**config.mk**
```make
export PLATFORM = sky130hd
export DESIGN_NAME = epoch_seconds_to_calendar
export DESIGN_NICKNAME = d
export VERILOG_FILES = /design/src/rtl/esc_pkg.sv /design/src/rtl/epoch_seconds_to_calendar.sv
export SDC_FILE = /design/constraint.sdc
export NUM_CORES = 2
export LEC_CHECK = 0
export ABC_AREA = 0
export BUFFER_PORTS_ARGS = -buffer_cell sky130_fd_sc_hd__buf_2
export CAP_MARGIN = 40
export CORE_ASPECT_RATIO = 0.7
export CORE_MARGIN = 2
export CORE_UTILIZATION = 41
export CTS_BUF_LIST = sky130_fd_sc_hd__clkbuf_8 sky130_fd_sc_hd__clkbuf_16
export CTS_CLUSTER_DIAMETER = 200
export DETAILED_ROUTE_END_ITERATION = 8
export GPL_ROUTABILITY_DRIVEN = 0
export HOLD_SLACK_MARGIN = 0.1
export PLACE_DENSITY = 0.53
export SLEW_MARGIN = 20
export SYNTH_ARGS = -nofsm -noshare
export SYNTH_HDL_FRONTEND = slang
export SYNTH_SLANG_ARGS = --single-unit
```
**constraint.sdc**
```tcl
create_clock -name clk -period 10.75 [get_ports clk]
set_input_delay 3.225 -clock clk [delete_from_list [all_inputs] [get_ports clk]]
set_output_delay 3.225 -clock clk [all_outputs]
set_load 0.01 [all_outputs]
```
**src/rtl/esc_pkg.sv**
```systemverilog
// package for the epoch seconds to calendar converter
// holds the reciprocal constants, calendar constants and the month start table
// no dependencies

package esc_pkg;

    // seconds in one day, split as 2^7 * 675 for the reciprocal divide
    localparam logic [16:0] SEC_PER_DAY  = 17'd86400;
    localparam int          DAY_PRESHIFT = 7;
    localparam logic [25:0] DAY_RECIP    = 26'd50903316;   // floor(2^35 / 675)
    localparam int          DAY_SHIFT    = 35;

    // days in one four-year cycle
    localparam logic [10:0] CYCLE_DAYS   = 11'd1461;
    localparam logic [15:0] CYCLE_RECIP  = 16'd45933;      // floor(2^26 / 1461)
    localparam int          CYCLE_SHIFT  = 26;

    // year boundaries inside a cycle, in days; the third year is the leap year
    localparam logic [10:0] YEAR1_START  = 11'd365;
    localparam logic [10:0] YEAR2_START  = 11'd730;
    localparam logic [10:0] YEAR3_START  = 11'd1096;

    // seconds in one hour, split as 2^4 * 225
    localparam logic [11:0] SEC_PER_HOUR = 12'd3600;
    localparam logic [12:0] HOUR_RECIP   = 13'd4660;       // floor(2^20 / 225)
    localparam int          HOUR_SHIFT   = 20;

    // seconds in one minute, split as 2^2 * 15
    localparam logic [5:0]  SEC_PER_MIN  = 6'd60;
    localparam logic [10:0] MIN_RECIP    = 11'd1092;       // floor(2^14 / 15)
    localparam int          MIN_SHIFT    = 14;

    localparam logic [11:0] BASE_YEAR    = 12'd1970;
    localparam int          MONTHS       = 12;

    // result word
    typedef struct packed {
        logic [5:0]  second;
        logic [5:0]  minute;
        logic [4:0]  hour;
        logic [4:0]  day;
        logic [3:0]  month;
        logic [11:0] year;
    } cal_t;

    // first day of year (from 0) of a month, month index from 0
    function automatic logic [8:0] month_start(input logic [3:0] idx, input logic leap);
        logic [8:0] base;
        case (idx)
            4'd0:    base = 9'd0;
            4'd1:    base = 9'd31;
            4'd2:    base = 9'd59;
            4'd3:    base = 9'd90;
            4'd4:    base = 9'd120;
            4'd5:    base = 9'd151;
            4'd6:    base = 9'd181;
            4'd7:    base = 9'd212;
            4'd8:    base = 9'd243;
            4'd9:    base = 9'd273;
            4'd10:   base = 9'd304;
            4'd11:   base = 9'd334;
            default: base = 9'd0;
        endcase
        if (leap && (idx >= 4'd2))
        begin
            base = base + 9'd1;
        end
        return base;
    endfunction

endpackage

```
**src/rtl/epoch_seconds_to_calendar.sv**
```systemverilog
// epoch seconds to calendar converter, top level
// turns a 32-bit seconds count into year, month, day, hour, minute and second
// depends on esc_pkg

// Converts seconds since 1970-01-01 00:00:00 into a calendar date and time of
// day, one word in and one word out. The pipeline is eight register stages
// deep, and a new word can be taken in every cycle while the output is not
// held back; the constant divides by 86400, 1461, 3600 and 60 are reciprocal
// multiplies, each followed by a one-step correction, and they set the stage
// count. Back-pressure on the output holds only the stages that are full, so
// gaps in the stream are squeezed out. Years follow a plain four-year leap
// rule, so 2100 counts as a leap year; the largest input lands in 2106.

module epoch_seconds_to_calendar
    import esc_pkg::*;
(
    input  logic        clk,
    input  logic        rst_n,
    input  logic        s_tvalid,
    output logic        s_tready,
    input  logic [31:0] s_tdata,    // [31:0] epoch_seconds
    output logic        m_tvalid,
    input  logic        m_tready,
    output logic [39:0] m_tdata     // [11:0] year, [15:12] month, [20:16] day,
                                    // [25:21] hour, [31:26] minute, [37:32] second,
                                    // [39:38] zero
);

    localparam int STAGES = 8;

    logic [STAGES-1:0] vld_reg;
    logic [STAGES-1:0] rdy;

    // stage 0: days estimate product
    logic [31:0] t0_reg;
    logic [50:0] pd0_reg;
    // stage 1: days estimate and its seconds
    logic [31:0] t1_reg;
    logic [15:0] q1_reg;
    logic [31:0] qm1_reg;
    // stage 2: corrected days and second of day
    logic [15:0] days2_reg;
    logic [16:0] sod2_reg;
    // stage 3: cycle and hour estimate products
    logic [15:0] days3_reg;
    logic [16:0] sod3_reg;
    logic [31:0] pc3_reg;
    logic [25:0] ph3_reg;
    // stage 4: cycle and hour estimates and their back products
    logic [15:0] days4_reg;
    logic [16:0] sod4_reg;
    logic [5:0]  cyc4_reg;
    logic [15:0] cm4_reg;
    logic [4:0]  hr4_reg;
    logic [16:0] hm4_reg;
    // stage 5: corrected cycle, day of cycle, hour, second of hour
    logic [5:0]  cyc5_reg;
    logic [10:0] dr5_reg;
    logic [4:0]  hr5_reg;
    logic [11:0] soh5_reg;
    // stage 6: year, day of year, minute estimate product
    logic [11:0] year6_reg;
    logic [8:0]  doy6_reg;
    logic        leap6_reg;
    logic [4:0]  hr6_reg;
    logic [11:0] soh6_reg;
    logic [20:0] pm6_reg;
    // stage 7: output word
    cal_t        out7_reg;

    // stage next values
    logic [50:0] pd0_next;
    logic [15:0] q1_next;
    logic [31:0] qm1_next;
    logic [31:0] r2_diff;
    logic [17:0] r2;
    logic [15:0] days2_next;
    logic [16:0] sod2_next;
    logic [31:0] pc3_next;
    logic [25:0] ph3_next;
    logic [5:0]  cyc4_next;
    logic [15:0] cm4_next;
    logic [4:0]  hr4_next;
    logic [16:0] hm4_next;
    logic [15:0] dr5_diff;
    logic [16:0] sr5_diff;
    logic [5:0]  cyc5_next;
    logic [10:0] dr5_next;
    logic [4:0]  hr5_next;
    logic [11:0] soh5_next;
    logic [1:0]  yoff6;
    logic [10:0] doy6_wide;
    logic [11:0] year6_next;
    logic        leap6_next;
    logic [20:0] pm6_next;
    logic [5:0]  min7_est;
    logic [11:0] ms7_diff;
    logic [6:0]  ms7;
    logic [3:0]  mi7;
    cal_t        out7_next;

    // ready ripples back from the output; a stage moves when it is empty or its successor moves
    always_comb
    begin
        rdy[STAGES-1] = !vld_reg[STAGES-1] || m_tready;
        for (int i = STAGES - 2; i >= 0; i--)
        begin
            rdy[i] = !vld_reg[i] || rdy[i+1];
        end
    end

    assign s_tready = rdy[0];
    assign m_tvalid = vld_reg[STAGES-1];
    assign m_tdata  = {2'b00, out7_reg};

    // valid bits
    always_ff @(posedge clk or negedge rst_n)
    begin
        if (!rst_n)
        begin
            vld_reg <= '0;
        end
        else
        begin
            if (rdy[0])
            begin
                vld_reg[0] <= s_tvalid;
            end
            for (int i = 1; i < STAGES; i++)
            begin
                if (rdy[i])
                begin
                    vld_reg[i] <= vld_reg[i-1];
                end
            end
        end
    end

    // stage 0: (t / 128) * reciprocal of 675
    assign pd0_next = {26'd0, s_tdata[31:DAY_PRESHIFT]} * {25'd0, DAY_RECIP};

    always_ff @(posedge clk)
    begin
        if (rdy[0])
        begin
            t0_reg  <= s_tdata;
            pd0_reg <= pd0_next;
        end
    end

    // stage 1: day estimate, never above the true count and at most one below
    assign q1_next  = pd0_reg[DAY_SHIFT+15:DAY_SHIFT];
    assign qm1_next = {16'd0, q1_next} * {15'd0, SEC_PER_DAY};

    always_ff @(posedge clk)
    begin
        if (rdy[1])
        begin
            t1_reg  <= t0_reg;
            q1_reg  <= q1_next;
            qm1_reg <= qm1_next;
        end
    end

    // stage 2: correct the day count, split off second of day
    assign r2_diff = t1_reg - qm1_reg;
    assign r2      = r2_diff[17:0];

    always_comb
    begin
        if (r2 >= {1'b0, SEC_PER_DAY})
        begin
            days2_next = q1_reg + 16'd1;
            sod2_next  = 17'(r2 - {1'b0, SEC_PER_DAY});
        end
        else
        begin
            days2_next = q1_reg;
            sod2_next  = r2[16:0];
        end
    end

    always_ff @(posedge clk)
    begin
        if (rdy[2])
        begin
            days2_reg <= days2_next;
            sod2_reg  <= sod2_next;
        end
    end

    // stage 3: reciprocal products for four-year cycle and hour
    assign pc3_next = {16'd0, days2_reg} * {16'd0, CYCLE_RECIP};
    assign ph3_next = {13'd0, sod2_reg[16:4]} * {13'd0, HOUR_RECIP};

    always_ff @(posedge clk)
    begin
        if (rdy[3])
        begin
            days3_reg <= days2_reg;
            sod3_reg  <= sod2_reg;
            pc3_reg   <= pc3_next;
            ph3_reg   <= ph3_next;
        end
    end

    // stage 4: estimates and their back products
    assign cyc4_next = pc3_reg[CYCLE_SHIFT+5:CYCLE_SHIFT];
    assign cm4_next  = {10'd0, cyc4_next} * {5'd0, CYCLE_DAYS};
    assign hr4_next  = ph3_reg[HOUR_SHIFT+4:HOUR_SHIFT];
    assign hm4_next  = {12'd0, hr4_next} * {5'd0, SEC_PER_HOUR};

    always_ff @(posedge clk)
    begin
        if (rdy[4])
        begin
            days4_reg <= days3_reg;
            sod4_reg  <= sod3_reg;
            cyc4_reg  <= cyc4_next;
            cm4_reg   <= cm4_next;
            hr4_reg   <= hr4_next;
            hm4_reg   <= hm4_next;
        end
    end

    // stage 5: correct cycle and hour
    assign dr5_diff = days4_reg - cm4_reg;
    assign sr5_diff = sod4_reg - hm4_reg;

    always_comb
    begin
        if (dr5_diff >= {5'd0, CYCLE_DAYS})
        begin
            cyc5_next = cyc4_reg + 6'd1;
            dr5_next  = 11'(dr5_diff - {5'd0, CYCLE_DAYS});
        end
        else
        begin
            cyc5_next = cyc4_reg;
            dr5_next  = dr5_diff[10:0];
        end
        if (sr5_diff >= {5'd0, SEC_PER_HOUR})
        begin
            hr5_next  = hr4_reg + 5'd1;
            soh5_next = 12'(sr5_diff - {5'd0, SEC_PER_HOUR});
        end
        else
        begin
            hr5_next  = hr4_reg;
            soh5_next = sr5_diff[11:0];
        end
    end

    always_ff @(posedge clk)
    begin
        if (rdy[5])
        begin
            cyc5_reg <= cyc5_next;
            dr5_reg  <= dr5_next;
            hr5_reg  <= hr5_next;
            soh5_reg <= soh5_next;
        end
    end

    // stage 6: year, day of year and leap flag within the cycle, minute estimate product
    always_comb
    begin
        leap6_next = 1'b0;
        if (dr5_reg < YEAR1_START)
        begin
            yoff6     = 2'd0;
            doy6_wide = dr5_reg;
        end
        else if (dr5_reg < YEAR2_START)
        begin
            yoff6     = 2'd1;
            doy6_wide = dr5_reg - YEAR1_START;
        end
        else if (dr5_reg < YEAR3_START)
        begin
            yoff6      = 2'd2;
            leap6_next = 1'b1;
            doy6_wide  = dr5_reg - YEAR2_START;
        end
        else
        begin
            yoff6     = 2'd3;
            doy6_wide = dr5_reg - YEAR3_START;
        end
    end

    assign year6_next = BASE_YEAR + {4'd0, cyc5_reg, 2'b00} + {10'd0, yoff6};
    assign pm6_next   = {11'd0, soh5_reg[11:2]} * {10'd0, MIN_RECIP};

    always_ff @(posedge clk)
    begin
        if (rdy[6])
        begin
            year6_reg <= year6_next;
            doy6_reg  <= doy6_wide[8:0];
            leap6_reg <= leap6_next;
            hr6_reg   <= hr5_reg;
            soh6_reg  <= soh5_reg;
            pm6_reg   <= pm6_next;
        end
    end

    // stage 7: minute and second, month and day
    assign min7_est = pm6_reg[MIN_SHIFT+5:MIN_SHIFT];
    assign ms7_diff = soh6_reg - {min7_est, 6'd0} + {4'd0, min7_est, 2'b00};
    assign ms7      = ms7_diff[6:0];

    always_comb
    begin
        mi7 = 4'd0;
        for (int i = 1; i < MONTHS; i++)
        begin
            if (doy6_reg >= month_start(4'(i), leap6_reg))
            begin
                mi7 = 4'(i);
            end
        end
    end

    always_comb
    begin
        out7_next.year  = year6_reg;
        out7_next.hour  = hr6_reg;
        out7_next.month = mi7 + 4'd1;
        out7_next.day   = 5'(doy6_reg - month_start(mi7, leap6_reg) + 9'd1);
        if (ms7 >= {1'b0, SEC_PER_MIN})
        begin
            out7_next.minute = min7_est + 6'd1;
            out7_next.second = 6'(ms7 - {1'b0, SEC_PER_MIN});
        end
        else
        begin
            out7_next.minute = min7_est;
            out7_next.second = ms7[5:0];
        end
    end

    always_ff @(posedge clk)
    begin
        if (rdy[7])
        begin
            out7_reg <= out7_next;
        end
    end

endmodule
```
==> metrics.txt <==
Mapped Cells=2,863; min cycle time layout=9.28 ns; max FFs per register=38; outcome=finished clean; Post-CTS Hold Fix Bufs=0; first-pass GRT wire length=112,000 um; area leader, netlist=edfxtp_1; Yosys cell types=79; drt total wl=66,200 um; Core Region=80,200 um2; Root Buffer=clkbuf_16; Tcrit/Tclk final=86.3%; Setup Buffers After CTS=0; Max Freq=108 MHz; Post-synth EDFFs=332; pin count of the biggest net entering global routing=41; die area=83,100 um2; P&R area growth vs syn=9.61%; Num CTS Buffers=40; Top FF cell, synth=edfxtp_1; drc violations=0; post-route ant nets=0; GR Overflow Total=0; worst-path cell chain=buf_2, fa_1, ha_1, inv_1, fa_1, inv_1, fa_1, inv_1, fa_1, fa_1, inv_1, fa_1, ha_1, and3_1, and3_4, a221oi_1, a21oi_1, nor4_2, o22ai_1, o41a_1, or4_1, o311ai_1; antenna violations before repair=1; family with the most delay on the worst path=adder cells; Final Setup Violations=0; max-cap violations=0; Cell Area, Synth=33,100 um2; sequential share of the synthesized area=30.7%; io pins=78; Slew HR=46.9%; CP required=11.10 ns; Vias=20,300; post-cts sizing count=0; type of the tightest min-delay check=flop to flop; ANT cells=0; Synth warnings=0; Initial Util=41.3%; CTS tree=built; register bit total from synthesis=340; Synth top cells by count=703 x ha_1, 620 x inv_1, 332 x edfxtp_1, 302 x fa_1, 122 x xnor2_1; count leader, synth=ha_1; CTS Buffer Depth=3; Die Ht=242 um; TritonRoute pass-1 iters=5; Avg Inst Size Synth=11.6 um2; WS Path Type=primary input to flop; gr usage total=16.7%; H-tree depth=2; clock sinks=340; max incr delay on CP=0.56 ns; top cell type's share of synthesized area=30.1%; drt wl/cell=16.2 um; Least-Margin Pin Slew=0.795 ns; top cells by area, synth=edfxtp_1 30%, ha_1 27%, fa_1 18%, inv_1 7.0%, xnor2_1 3.2%; clock latency at the later pin of the worst-skew pair=0.56 ns; Fin Setup TNS=0 ns; Reg clk slew, reported paths=0.06 ns; unrepaired setup endpoints after global routing=false; Critical Path Most Common Cell=fa_1; Buf/Inv on CP=5; final number of max-transition violations=0; Layout Skew=0.0288 ns; crit path DAT=9.63 ns; Setup crit end kind=flop; Crit Path Max Fanout=11; Final #Nets=4,016; dpl hpwl=55,200 um; Final Hold Fails=0; asr flop ratio synth=2.35%; DRT iter0 DRCs=1,144; Via density=4.98; Die W=344 um; vias in the first global route=21,300; row cnt=87; Slowest-stage cell, CP=fa_1; share of layout cells above drive strength 1=5.92%; port buffer count=75; crit start category=primary input
[layout make-up]
class,count,area [um2]
clock inverters,32,378
fillers,7361,43900
multi-input cells,1884,20500
well taps,1068,1340
repair buffers,87,515
inverters,622,2330
flip-flops and latches,340,10200
clock buffers,41,1010
[worst paths after layout]
check / start / to / slack, ns / cells after the start
worst max-delay path: s_tdata[13] / pd0_reg[47] / 1.47 / 22
worst min-delay path: sod3_reg[2] / sod4_reg[2] / 0.40 / 0
worst max register to register: days2_reg[14] / pc3_reg[31] / 4.37 / 18
worst min register to register: sod3_reg[2] / sod4_reg[2] / 0.40 / 0
max in group asynchronous: rst_n / vld_reg[1] / 8.09 / 1
min in group asynchronous: rst_n / vld_reg[6] / 2.49 / 1
[cells in the final DEF, fill, tap and decap left out, types with 16 or more instances in the layout]
cell	instances
o21ai_0	50
nor3_1	28
inv_1	624
edfxtp_1	332
ha_1	703
a21oi_1	99
xor2_1	46
a211oi_1	16
nand4_1	19
fa_1	302
nor2b_1	18
o21a_1	23
nand2_1	76
buf_2	76
nand3_1	29
nand2b_1	17
xnor2_1	122
a21o_1	40
nor2_1	76
and3_1	17
clkbuf_16	40
o21bai_1	26
[layer usage]
metal	wire (um)	GRT usage (%)	share of wire [%]	vias to the layer above
met1	33800	24.9	51	9870
met4	1330	3.76	2.0	0
met2	28400	25.6	43	332
met3	2630	2.26	4.0	85
li1	-	-	-	9982
met5	0	0	0	-
[per-stage QoR]
step           util, %  instance area, um2  setup WS [ns]  hold WS (ns)  instances
2_1_floorplan        -               33100           1.53         0.400       2864
5_1_grt           45.2               36300           1.10         0.410       4074
3_5_place_dp      43.5               34900          0.867         0.405       3999
3_3_place_gp      43.4               34800          0.962         0.403       3995
6_report          45.2               36300           1.47         0.399       4074
4_1_cts           45.2               36300           1.46         0.405       4072
[cell families (layout without fill, tap and decap cells)]
kind of cell	after synthesis	in the layout	synth area share, %
adders and majority gates	1005	1005	44.8
buffers and inverters	640	782	7.30
AOI/OAI and AO/OA	363	363	7.33
and+or+nand+nor	342	342	5.23
DFF	340	340	30.7
xor gates and xnor gates	169	169	4.49
muxes	3	3	0.102
other	1	2	0.0113
Power is left out: the tool's default activity adds up to more than one toggle a clock period on the data nets, which glitch-free logic cannot reach.
